`src/sv/mrd_pkg.sv`:
```
// Shared constants for the mesh rank decomposition block.
`default_nettype none
package mrd_pkg;
  localparam int RANK_BITS_DEF = 16;
  localparam int CELL_BITS_DEF = 20;
  localparam int CFG_ADDR_W = 2;
  localparam logic [CFG_ADDR_W-1:0] CFG_CELLS_X = 2'd0;
  localparam logic [CFG_ADDR_W-1:0] CFG_CELLS_Y = 2'd1;
  localparam logic [CFG_ADDR_W-1:0] CFG_CELLS_Z = 2'd2;
  localparam logic [CFG_ADDR_W-1:0] CFG_RANKS   = 2'd3;
  localparam logic [1:0] ST_OK    = 2'd0;
  localparam logic [1:0] ST_RANK  = 2'd1;
  localparam logic [1:0] ST_NOFIT = 2'd2;
endpackage
`default_nettype wire

```
`src/sv/mesh_rank_decomposition.sv`:
```
// Top level: process grid search and patch extents for one rank per word.
// Work per word: 3 set-up multiplies; each px tried costs a division, each py tried under
// a dividing px a division, each fitting grid 5 multiplies and 3 divisions; the patch adds
// 5 divisions and 3 multiplies. The divider and multiplier are iterative, sized by
// M = max(CELL_BITS, RANK_BITS); error words from the rank and cell checks skip the search.
// One word at a time: a new rank is accepted only when idle; the divider and multiplier are shared.
// Reset: synchronous active-low rst_n clears control; the cell and rank-total config registers reset to 1.
`default_nettype none
module mesh_rank_decomposition #(
  parameter int RANK_BITS = mrd_pkg::RANK_BITS_DEF,
  parameter int CELL_BITS = mrd_pkg::CELL_BITS_DEF
) (
  input  wire logic clk,
  input  wire logic rst_n,
  input  wire logic in_tvalid,
  output logic      in_tready,
  // Fields from bit 0: rank.
  input  wire logic [((RANK_BITS+7)/8)*8-1:0] in_tdata,
  output logic      out_tvalid,
  input  wire logic out_tready,
  // Fields from bit 0: grid_x, grid_y, grid_z, begin_x, begin_y, begin_z,
  // count_x, count_y, count_z.
  output logic [((3*RANK_BITS+6*CELL_BITS+7)/8)*8-1:0] out_tdata,
  // Fields from bit 0: status.
  output logic [1:0] out_tuser,
  input  wire logic cfg_we,
  input  wire logic [mrd_pkg::CFG_ADDR_W-1:0] cfg_addr,
  input  wire logic [((CELL_BITS>RANK_BITS)?CELL_BITS:RANK_BITS)-1:0] cfg_wdata
);
  localparam int RB = RANK_BITS;
  localparam int CB = CELL_BITS;
  localparam int MB = (CB > RB) ? CB : RB;
  localparam int CWA = 2*CB + MB + 2;
  localparam int CW = (CWA > 3*CB) ? CWA : 3*CB;
  localparam int LW = ((RB + 1) > CB) ? RB + 1 : CB;
  localparam int OUT_W = ((3*RB + 6*CB + 7)/8)*8;

  typedef enum logic [4:0] {
    S_IDLE, S_PRE1, S_PRE2, S_PRE3, S_PX, S_PXD, S_PY, S_PYD,
    S_M1, S_M2, S_M3, S_D1, S_D2, S_M4, S_D3, S_M5, S_CMP,
    S_C0, S_C1, S_AXD, S_AXM, S_OUT
  } state_t;

  state_t        state_r;
  logic [CB-1:0] cx_r, cy_r, cz_r;
  logic [RB-1:0] ranks_r;
  logic [RB-1:0] rank_r;
  logic [1:0]    status_r;
  logic [CW-1:0] yz_r, xz_r, xy_r;
  logic [RB:0]   px_r, py_r;
  logic [RB-1:0] remq_r, pz_r;
  logic [CW-1:0] surf_r, mx_r, best_surf_r, best_mx_r;
  logic [CB-1:0] c1_r, c2_r, c3_r;
  logic          found_r;
  logic [RB-1:0] g_r [3];
  logic [RB-1:0] coord_r [3];
  logic [CB-1:0] beg_r [3];
  logic [CB-1:0] cnt_r [3];
  logic [RB-1:0] t_r;
  logic [CB-1:0] aq_r;
  logic [RB-1:0] ar_r;
  logic [1:0]    ax_r;
  logic          wait_r;
  logic          out_tvalid_r;
  logic [1:0]    out_status_r;
  logic [RB-1:0] og_r [3];
  logic [CB-1:0] ob_r [3];
  logic [CB-1:0] oc_r [3];

  logic          div_req, mul_req, div_done, mul_done;
  logic [MB-1:0] div_n, div_q;
  logic [RB-1:0] div_d, div_r;
  logic [CW-1:0] mul_a, mul_p;
  logic [MB-1:0] mul_b;
  logic [CB-1:0] cell_ax;
  logic [CB-1:0] ceil_q;
  logic          take;
  logic [RB-1:0] coord_ax;
  logic          extra;

  assign cell_ax  = (ax_r == 2'd0) ? cx_r : ((ax_r == 2'd1) ? cy_r : cz_r);
  assign ceil_q   = CB'(div_q) + CB'(div_r != '0);
  assign coord_ax = coord_r[ax_r];
  assign extra    = coord_ax < ar_r;
  assign take     = !found_r || (surf_r < best_surf_r) ||
                    ((surf_r == best_surf_r) && (mx_r < best_mx_r));

  always_comb begin
    div_req = 1'b1;
    div_n   = '0;
    div_d   = '0;
    case (state_r)
      S_PXD: begin div_n = MB'(ranks_r); div_d = px_r[RB-1:0]; end
      S_PYD: begin div_n = MB'(remq_r);  div_d = py_r[RB-1:0]; end
      S_D1:  begin div_n = MB'(cx_r);    div_d = px_r[RB-1:0]; end
      S_D2:  begin div_n = MB'(cy_r);    div_d = py_r[RB-1:0]; end
      S_D3:  begin div_n = MB'(cz_r);    div_d = pz_r;         end
      S_C0:  begin div_n = MB'(rank_r);  div_d = g_r[0];       end
      S_C1:  begin div_n = MB'(t_r);     div_d = g_r[1];       end
      S_AXD: begin div_n = MB'(cell_ax); div_d = g_r[ax_r];    end
      default: div_req = 1'b0;
    endcase
  end

  always_comb begin
    mul_req = 1'b1;
    mul_a   = '0;
    mul_b   = '0;
    case (state_r)
      S_PRE1: begin mul_a = CW'(cy_r); mul_b = MB'(cz_r); end
      S_PRE2: begin mul_a = CW'(cx_r); mul_b = MB'(cz_r); end
      S_PRE3: begin mul_a = CW'(cx_r); mul_b = MB'(cy_r); end
      S_M1:   begin mul_a = yz_r; mul_b = MB'(px_r - 1'b1); end
      S_M2:   begin mul_a = xz_r; mul_b = MB'(py_r - 1'b1); end
      S_M3:   begin mul_a = xy_r; mul_b = MB'(pz_r - 1'b1); end
      S_M4:   begin mul_a = CW'(c1_r); mul_b = MB'(c2_r); end
      S_M5:   begin mul_a = mx_r; mul_b = MB'(c3_r); end
      S_AXM:  begin mul_a = CW'(aq_r); mul_b = MB'(coord_ax); end
      default: mul_req = 1'b0;
    endcase
  end

  mrd_div #(.NW(MB), .DW(RB)) u_div (
    .clk(clk), .rst_n(rst_n), .start(div_req && !wait_r),
    .n(div_n), .d(div_d), .done(div_done), .q(div_q), .r(div_r)
  );

  mrd_mul #(.CW(CW), .MB(MB)) u_mul (
    .clk(clk), .rst_n(rst_n), .start(mul_req && !wait_r),
    .a(mul_a), .b(mul_b), .done(mul_done), .p(mul_p)
  );

  always_ff @(posedge clk) begin
    if (!rst_n) begin
      state_r      <= S_IDLE;
      wait_r       <= 1'b0;
      out_tvalid_r <= 1'b0;
      cx_r         <= CB'(1);
      cy_r         <= CB'(1);
      cz_r         <= CB'(1);
      ranks_r      <= RB'(1);
      found_r      <= 1'b0;
    end else begin
      if (cfg_we) begin
        case (cfg_addr)
          mrd_pkg::CFG_CELLS_X: cx_r <= cfg_wdata[CB-1:0];
          mrd_pkg::CFG_CELLS_Y: cy_r <= cfg_wdata[CB-1:0];
          mrd_pkg::CFG_CELLS_Z: cz_r <= cfg_wdata[CB-1:0];
          mrd_pkg::CFG_RANKS:   ranks_r <= cfg_wdata[RB-1:0];
          default: ;
        endcase
      end
      if (state_r == S_OUT && (!out_tvalid_r || out_tready)) begin
        out_tvalid_r <= 1'b1;
      end else if (out_tvalid_r && out_tready) begin
        out_tvalid_r <= 1'b0;
      end
      if ((div_req || mul_req) && !wait_r) begin
        wait_r <= 1'b1;
      end
      if (div_done || mul_done) begin
        wait_r <= 1'b0;
      end
      case (state_r)
        S_IDLE: begin
          if (in_tvalid) begin
            rank_r  <= in_tdata[RB-1:0];
            found_r <= 1'b0;
            if (in_tdata[RB-1:0] >= ranks_r) begin
              status_r <= mrd_pkg::ST_RANK;
              state_r  <= S_OUT;
            end else if (cx_r == '0 || cy_r == '0 || cz_r == '0) begin
              status_r <= mrd_pkg::ST_NOFIT;
              state_r  <= S_OUT;
            end else begin
              status_r <= mrd_pkg::ST_OK;
              state_r  <= S_PRE1;
            end
          end
        end
        S_PRE1: if (mul_done) begin yz_r <= mul_p; state_r <= S_PRE2; end
        S_PRE2: if (mul_done) begin xz_r <= mul_p; state_r <= S_PRE3; end
        S_PRE3: begin
          if (mul_done) begin
            xy_r    <= mul_p;
            px_r    <= (RB+1)'(1);
            state_r <= S_PX;
          end
        end
        S_PX: begin
          if ((px_r > (RB+1)'(ranks_r)) || (LW'(px_r) > LW'(cx_r))) begin
            if (found_r) begin
              state_r <= S_C0;
            end else begin
              status_r <= mrd_pkg::ST_NOFIT;
              state_r  <= S_OUT;
            end
          end else begin
            state_r <= S_PXD;
          end
        end
        S_PXD: begin
          if (div_done) begin
            if (div_r != '0) begin
              px_r    <= px_r + 1'b1;
              state_r <= S_PX;
            end else begin
              remq_r  <= div_q[RB-1:0];
              py_r    <= (RB+1)'(1);
              state_r <= S_PY;
            end
          end
        end
        S_PY: begin
          if ((py_r > (RB+1)'(remq_r)) || (LW'(py_r) > LW'(cy_r))) begin
            px_r    <= px_r + 1'b1;
            state_r <= S_PX;
          end else begin
            state_r <= S_PYD;
          end
        end
        S_PYD: begin
          if (div_done) begin
            pz_r <= div_q[RB-1:0];
            if (div_r != '0 || LW'(div_q[RB-1:0]) > LW'(cz_r)) begin
              py_r    <= py_r + 1'b1;
              state_r <= S_PY;
            end else begin
              state_r <= S_M1;
            end
          end
        end
        S_M1: if (mul_done) begin surf_r <= mul_p; state_r <= S_M2; end
        S_M2: if (mul_done) begin surf_r <= surf_r + mul_p; state_r <= S_M3; end
        S_M3: if (mul_done) begin surf_r <= surf_r + mul_p; state_r <= S_D1; end
        S_D1: if (div_done) begin c1_r <= ceil_q; state_r <= S_D2; end
        S_D2: if (div_done) begin c2_r <= ceil_q; state_r <= S_M4; end
        S_M4: if (mul_done) begin mx_r <= mul_p; state_r <= S_D3; end
        S_D3: if (div_done) begin c3_r <= ceil_q; state_r <= S_M5; end
        S_M5: if (mul_done) begin mx_r <= mul_p; state_r <= S_CMP; end
        S_CMP: begin
          if (take) begin
            found_r     <= 1'b1;
            best_surf_r <= surf_r;
            best_mx_r   <= mx_r;
            g_r[0]      <= px_r[RB-1:0];
            g_r[1]      <= py_r[RB-1:0];
            g_r[2]      <= pz_r;
          end
          py_r    <= py_r + 1'b1;
          state_r <= S_PY;
        end
        S_C0: begin
          if (div_done) begin
            coord_r[0] <= div_r;
            t_r        <= div_q[RB-1:0];
            state_r    <= S_C1;
          end
        end
        S_C1: begin
          if (div_done) begin
            coord_r[1] <= div_r;
            coord_r[2] <= div_q[RB-1:0];
            ax_r       <= 2'd0;
            state_r    <= S_AXD;
          end
        end
        S_AXD: begin
          if (div_done) begin
            aq_r    <= div_q[CB-1:0];
            ar_r    <= div_r;
            state_r <= S_AXM;
          end
        end
        S_AXM: begin
          if (mul_done) begin
            beg_r[ax_r] <= mul_p[CB-1:0] + (extra ? CB'(coord_ax) : CB'(ar_r));
            cnt_r[ax_r] <= aq_r + CB'(extra);
            if (ax_r == 2'd2) begin
              state_r <= S_OUT;
            end else begin
              ax_r    <= ax_r + 1'b1;
              state_r <= S_AXD;
            end
          end
        end
        S_OUT: begin
          if (!out_tvalid_r || out_tready) begin
            out_status_r <= status_r;
            for (int i = 0; i < 3; i++) begin
              og_r[i] <= (status_r == mrd_pkg::ST_OK) ? g_r[i] : '0;
              ob_r[i] <= (status_r == mrd_pkg::ST_OK) ? beg_r[i] : '0;
              oc_r[i] <= (status_r == mrd_pkg::ST_OK) ? cnt_r[i] : '0;
            end
            state_r <= S_IDLE;
          end
        end
        default: state_r <= S_IDLE;
      endcase
    end
  end

  assign in_tready  = (state_r == S_IDLE);
  assign out_tvalid = out_tvalid_r;
  assign out_tuser  = out_status_r;
  assign out_tdata  = OUT_W'({oc_r[2], oc_r[1], oc_r[0], ob_r[2], ob_r[1], ob_r[0],
                              og_r[2], og_r[1], og_r[0]});

`ifndef NO_ASSERTIONS
  a_unit_done: assert property (@(posedge clk) disable iff (!rst_n)
    (div_done || mul_done) |-> wait_r)
    else $error("arithmetic unit finished without a pending request");
  a_one_unit: assert property (@(posedge clk) disable iff (!rst_n)
    !(div_req && mul_req))
    else $error("divider and multiplier requested together");
  a_err_zero: assert property (@(posedge clk) disable iff (!rst_n)
    (out_tvalid_r && out_status_r != mrd_pkg::ST_OK) |-> (og_r[0] == '0 && oc_r[0] == '0))
    else $error("error word carries nonzero fields");
  a_grid_ok: assert property (@(posedge clk) disable iff (!rst_n)
    $rose(out_tvalid_r) && out_status_r == mrd_pkg::ST_OK |->
      ((3*RB)'(og_r[0]) * (3*RB)'(og_r[1]) * (3*RB)'(og_r[2]) == (3*RB)'(ranks_r)))
    else $error("chosen grid does not multiply to the rank total");
`endif
endmodule
`default_nettype wire

```
`src/sv/mrd_div.sv`:
```
// Iterative restoring divider, one quotient bit per cycle.
`default_nettype none
module mrd_div #(
  parameter int NW = mrd_pkg::CELL_BITS_DEF,
  parameter int DW = mrd_pkg::RANK_BITS_DEF
) (
  input  wire logic          clk,
  input  wire logic          rst_n,
  input  wire logic          start,
  input  wire logic [NW-1:0] n,
  input  wire logic [DW-1:0] d,
  output logic               done,
  output logic [NW-1:0]      q,
  output logic [DW-1:0]      r
);
  localparam int CNT_W = $clog2(NW);
  logic [NW-1:0]    quo_r;
  logic [DW-1:0]    rem_r;
  logic [DW-1:0]    d_r;
  logic [CNT_W-1:0] cnt_r;
  logic             busy_r;
  logic             done_r;
  logic [DW:0]      trial;
  logic             fit;

  assign trial = {rem_r, quo_r[NW-1]};
  assign fit   = trial >= {1'b0, d_r};

  always_ff @(posedge clk) begin
    if (!rst_n) begin
      busy_r <= 1'b0;
      done_r <= 1'b0;
      cnt_r  <= '0;
    end else begin
      done_r <= 1'b0;
      if (start && !busy_r) begin
        busy_r <= 1'b1;
        cnt_r  <= '0;
        quo_r  <= n;
        rem_r  <= '0;
        d_r    <= d;
      end else if (busy_r) begin
        rem_r <= fit ? DW'(trial - {1'b0, d_r}) : trial[DW-1:0];
        quo_r <= {quo_r[NW-2:0], fit};
        cnt_r <= cnt_r + 1'b1;
        if (cnt_r == CNT_W'(NW - 1)) begin
          busy_r <= 1'b0;
          done_r <= 1'b1;
        end
      end
    end
  end

  assign done = done_r;
  assign q    = quo_r;
  assign r    = rem_r;
endmodule
`default_nettype wire

```
`src/sv/mrd_mul.sv`:
```
// Shift-and-add multiplier, one multiplier bit per cycle.
`default_nettype none
module mrd_mul #(
  parameter int CW = 64,
  parameter int MB = mrd_pkg::CELL_BITS_DEF
) (
  input  wire logic          clk,
  input  wire logic          rst_n,
  input  wire logic          start,
  input  wire logic [CW-1:0] a,
  input  wire logic [MB-1:0] b,
  output logic               done,
  output logic [CW-1:0]      p
);
  localparam int CNT_W = $clog2(MB);
  logic [CW-1:0]    acc_r;
  logic [CW-1:0]    a_r;
  logic [MB-1:0]    b_r;
  logic [CNT_W-1:0] cnt_r;
  logic             busy_r;
  logic             done_r;

  always_ff @(posedge clk) begin
    if (!rst_n) begin
      busy_r <= 1'b0;
      done_r <= 1'b0;
      cnt_r  <= '0;
    end else begin
      done_r <= 1'b0;
      if (start && !busy_r) begin
        busy_r <= 1'b1;
        cnt_r  <= '0;
        acc_r  <= '0;
        a_r    <= a;
        b_r    <= b;
      end else if (busy_r) begin
        if (b_r[0]) begin
          acc_r <= acc_r + a_r;
        end
        a_r   <= {a_r[CW-2:0], 1'b0};
        b_r   <= {1'b0, b_r[MB-1:1]};
        cnt_r <= cnt_r + 1'b1;
        if (cnt_r == CNT_W'(MB - 1)) begin
          busy_r <= 1'b0;
          done_r <= 1'b1;
        end
      end
    end
  end

  assign done = done_r;
  assign p    = acc_r;
endmodule
`default_nettype wire
```
`config.mk`:
```
export PLATFORM = sky130hd
export DESIGN_NAME = mesh_rank_decomposition
export DESIGN_NICKNAME = d
export VERILOG_FILES = /design/src/sv/mrd_pkg.sv /design/src/sv/mesh_rank_decomposition.sv /design/src/sv/mrd_div.sv /design/src/sv/mrd_mul.sv
export SDC_FILE = /design/constraint.sdc
export NUM_CORES = 2
export LEC_CHECK = 0
export CORE_UTILIZATION = 60
export DETAILED_ROUTE_END_ITERATION = 6
export DONT_BUFFER_PORTS = 1
export PLACE_DENSITY_LB_ADDON = 0.25
export SLEW_MARGIN = 20
export SYNTH_ARGS = -nofsm -noshare
export SYNTH_HDL_FRONTEND = slang
export SYNTH_SLANG_ARGS = --single-unit
```
`constraint.sdc`:
```
create_clock -name clk -period 20.9 [get_ports clk]
set_input_delay 4.18 -clock clk [delete_from_list [all_inputs] [get_ports clk]]
set_output_delay 4.18 -clock clk [all_outputs]
set_load 0.02 [all_outputs]
```
==> flow_summary.ini <==
[worst_setup_path]
worst-path-stages = 23
crit_path_start_kind = flop
cp_slowest_stage_delay_ns = 0.77
cp-end-kind = flop
worstReg2RegEnd = beg_r[1][18]
path_class = flop to flop
path_buf_inv = 0
crit_chain = mux2i_1, o21ai_0, ha_1, a21o_1, a21o_1, a21o_1, a21o_1, a21o_1, a21oi_1, o221ai_4, o21ai_0, ha_1, nor2b_1, o21ai_0, a21boi_0, o21ai_0, a21boi_0, o21ai_0, a21oi_1, o2111a_1, o31ai_1, a21oi_1, xor2_1
critPathSlowestCell = dfxtp_4
worstRegToRegCells = 23
crit_end = beg_r[1][18]
reg2reg_slack_ns = 14.40
critical_path_arrival_ns = 6.93
crit_family = compound AO/OA/AOI/OAI gates
crit_fanout = 32
cp.required_ns = 21.34

[timing]
rsz0062_at_grt = false
period_needed_ns = 6.496
fmax_mhz = 154.0
slew_violations = 0
hold_viol_final = 0
setup_tns_ns = 0
setup_viol = 0
period_share = 0.3108
slew_headroom = 0.1738
tightest_slew_ns = 1.231
finClkSkew_ns = 0.04540

[floorplan]
die_x_um = 331.8
dieArea_sq_um = 110100
rows = 120
start_util = 0.6071
pin_count = 215
fp.dieH_um = 331.8
core_area_sq_um = 107500

[logic_synthesis]
avgSynthCellArea_sq_um = 11.78
yosys.cell_types.count = 99
synth_nets = 5992
synth_seq_cells = 1314
synth-edff-count = 1214
ys_seq_area_frac = 0.5893
synthArstFlopShare = 0
synth_ff_type = edfxtp_1
syn_inst = 5541
synth_area_sq_um = 65260
ys_warn_count = 0

[pwr]
seq_power_share = 0.420
p_sw_frac = 0.3462
p_sw_mw = 3.088
p_leak_nw = 26.25
p_clk_frac = 0.276
fin_total_pwr_mw = 8.920
p_per_area_nw_per_um2 = 124.7
comb_power_share = 0.303
ir_worst_vdd_mv = 0.07885
intPower_mw = 5.831

[run_status]
outcome = finished with violations
violations = design-rule violations

[layout]
drive_gt1_frac = 0.06915
fin_area_sq_um = 71520
areaGrowthSynthToFinish_pct = 9.586
layout_commonest_cell = edfxtp_1
n_fill_cell = 7922
fin_nets = 5979
fin_util = 0.6653
final_cell_mix = edfxtp_1, nand2_1, ha_1

[placed_design]
hpwl_um = 132000
numPortBuffers = 0
gp_congestion = 1.029
dpl-instance-area_sq_um = 66900

[clock_network]
numCtsBuffers = 138
post-cts-setup-buffers = 0
htreeDepth = 4
hold_buffers = 0
clk_path_buf_depth = 3
cts_tree = yes
clkSlewWorstSetupHoldPaths_ns = 0.06
cts_root_buf = clkbuf_16
insertion_delay_ns = 0.77
clock-sinks = 1314
postCtsResizedCells = 0

[global_routing]
grt_pass1_vias = 43740
grt_overflow_total = 0
grt_use_total = 0.3386
grt_pass1_wl_um = 278900
grt_max_degree = 107
antenna_found_initial = 5

[routing]
routedWlPerCell_um = 26.83
wirelength_um = 189000
drc = 16
drtAntennaViolNets = 0
viasPerCell = 6.607
drt_first_pass_iters = 7
first_iter_violations = 6510
num_vias = 46540

[min_path]
min_path_type = flop to flop
min_from = ranks_r[2]

[job]
drv_cap = 0
-- how the worst min path moves through the flow --
stage	endpoint	slack (ns)	depth (start not counted)
after floorplan	out_tuser[1]	0.43	0
after global placement	ranks_r[13]	0.45	2
after detailed placement	ranks_r[2]	0.45	2
after CTS	ranks_r[2]	0.46	2
after global routing	ranks_r[13]	0.48	2
final	ranks_r[2]	0.46	2
-- registers in the layout, summed over array words and instances (netlist names), 48 cells and up, named ones only --
name         cells
beg_r           60
g_r             48
best_mx_r       62
og_r            48
ob_r            60
xy_r            62
yz_r            62
mx_r            62
cnt_r           60
xz_r            62
coord_r         48
u_mul.p         62
oc_r            60
best_surf_r     62
u_mul.a_r       62
surf_r          62
-- logic make-up (layout without fill, tap and decap cells) --
logic type | Yosys count | count (layout) | share of synthesized area
buffers and inverters | 554 | 653 | 0.03321
AND/OR/NAND/NOR | 1571 | 1571 | 0.1150
other | 0 | 1 | 0
multiplexers | 53 | 53 | 0.008263
adder cells (fa/ha/maj) | 408 | 408 | 0.07868
XOR/XNOR | 233 | 233 | 0.03127
AO/OA/AOI/OAI | 1408 | 1408 | 0.1443
flip-flops | 1314 | 1314 | 0.5893
-- cells in the mapped netlist, drive strengths merged (10+ instances only) --
library cell | n | area, sq um
buf | 18 | 70.07
a222oi | 10 | 100.1
o221ai | 10 | 87.58
dfxtp | 100 | 2002
a22oi | 169 | 1269
a21boi | 50 | 375.4
xor2 | 106 | 928.4
or3 | 19 | 120.1
o21bai | 25 | 187.7
edfxtp | 1214 | 36450
and3 | 43 | 275.3
nor2b | 48 | 307.8
and4 | 14 | 125.1
ha | 404 | 5055
nand2 | 476 | 1787
nand2b | 44 | 275.3
o21ai | 252 | 1265
nor2 | 411 | 1543
a221oi | 81 | 726.9
nand4 | 78 | 488.0
xnor2 | 127 | 1112
o22ai | 13 | 81.33
nor3 | 70 | 350.3
or2 | 13 | 81.33
a211oi | 20 | 167.7
inv | 311 | 1167
a21oi | 318 | 1599
nor4 | 33 | 206.5
mux2i | 46 | 460.4
clkbuf | 220 | 855.8
and2 | 185 | 1157
o31ai | 18 | 135.1
a22o | 41 | 359.1
nand3 | 109 | 545.5
a21o | 180 | 1358
o211ai | 23 | 172.7
o21a | 24 | 181.4
a31oi | 101 | 631.9
-- final cells by class --
type,instances,area (sq um),share of cell area
Multi-Input combinational cell,3673,24890,0.3480
Clock inverter,75,822.0,0.01149
Antenna cell,1,2.502,0.00003499
Sequential cell,1314,38460,0.5378
Timing Repair Buffer,90,708.2,0.009902
Inverter,311,1169,0.01634
Clock buffer,177,3715,0.05194
Tap cell,1403,1755,0.02455
-- power groups by stage --
| stage | Sequential (mW) | Combinational, mW | Clock [mW] |
|---|---|---|---|
| final | 3.75 | 2.71 | 2.47 |
| after global routing | 3.76 | 2.98 | 2.58 |
| after CTS | 3.74 | 2.66 | 2.48 |
| after detailed placement | 3.79 | 2.63 | 0 |
| after global placement | 3.78 | 2.57 | 0 |
| after floorplan | 3.60 | 2.06 | 0 |
-- stage by stage --
stage	hold WS [ns]	instances	worst slack, ns
after floorplan	0.4272	5541	3.053
after global placement	0.4481	6789	14.08
after detailed placement	0.4513	6789	14.03
after CTS	0.4587	7041	13.94
after global routing	0.4832	7043	13.81
final	0.4605	7044	14.40
-- worst register-to-register path, stage by stage (launching register included) --
cell,delay (ns)
dfxtp_4,0.77
mux2i_1,0.17
o21ai_0,0.41
ha_1,0.33
a21o_1,0.16
a21o_1,0.17
a21o_1,0.17
a21o_1,0.17
a21o_1,0.18
a21oi_1,0.26
o221ai_4,0.35
o21ai_0,0.38
ha_1,0.32
nor2b_1,0.14
o21ai_0,0.20
a21boi_0,0.15
o21ai_0,0.23
a21boi_0,0.16
o21ai_0,0.31
a21oi_1,0.20
o2111a_1,0.30
o31ai_1,0.33
a21oi_1,0.14
xor2_1,0.18
-- metal layers --
layer / part of all wire / track usage
met1: 0.40 / 0.4840
met2: 0.42 / 0.4898
met3: 0.14 / 0.09773
met4: 0.039 / 0.1285
met5: 0.000042 / 0
Note: power is estimated with default switching activity, not from simulation.
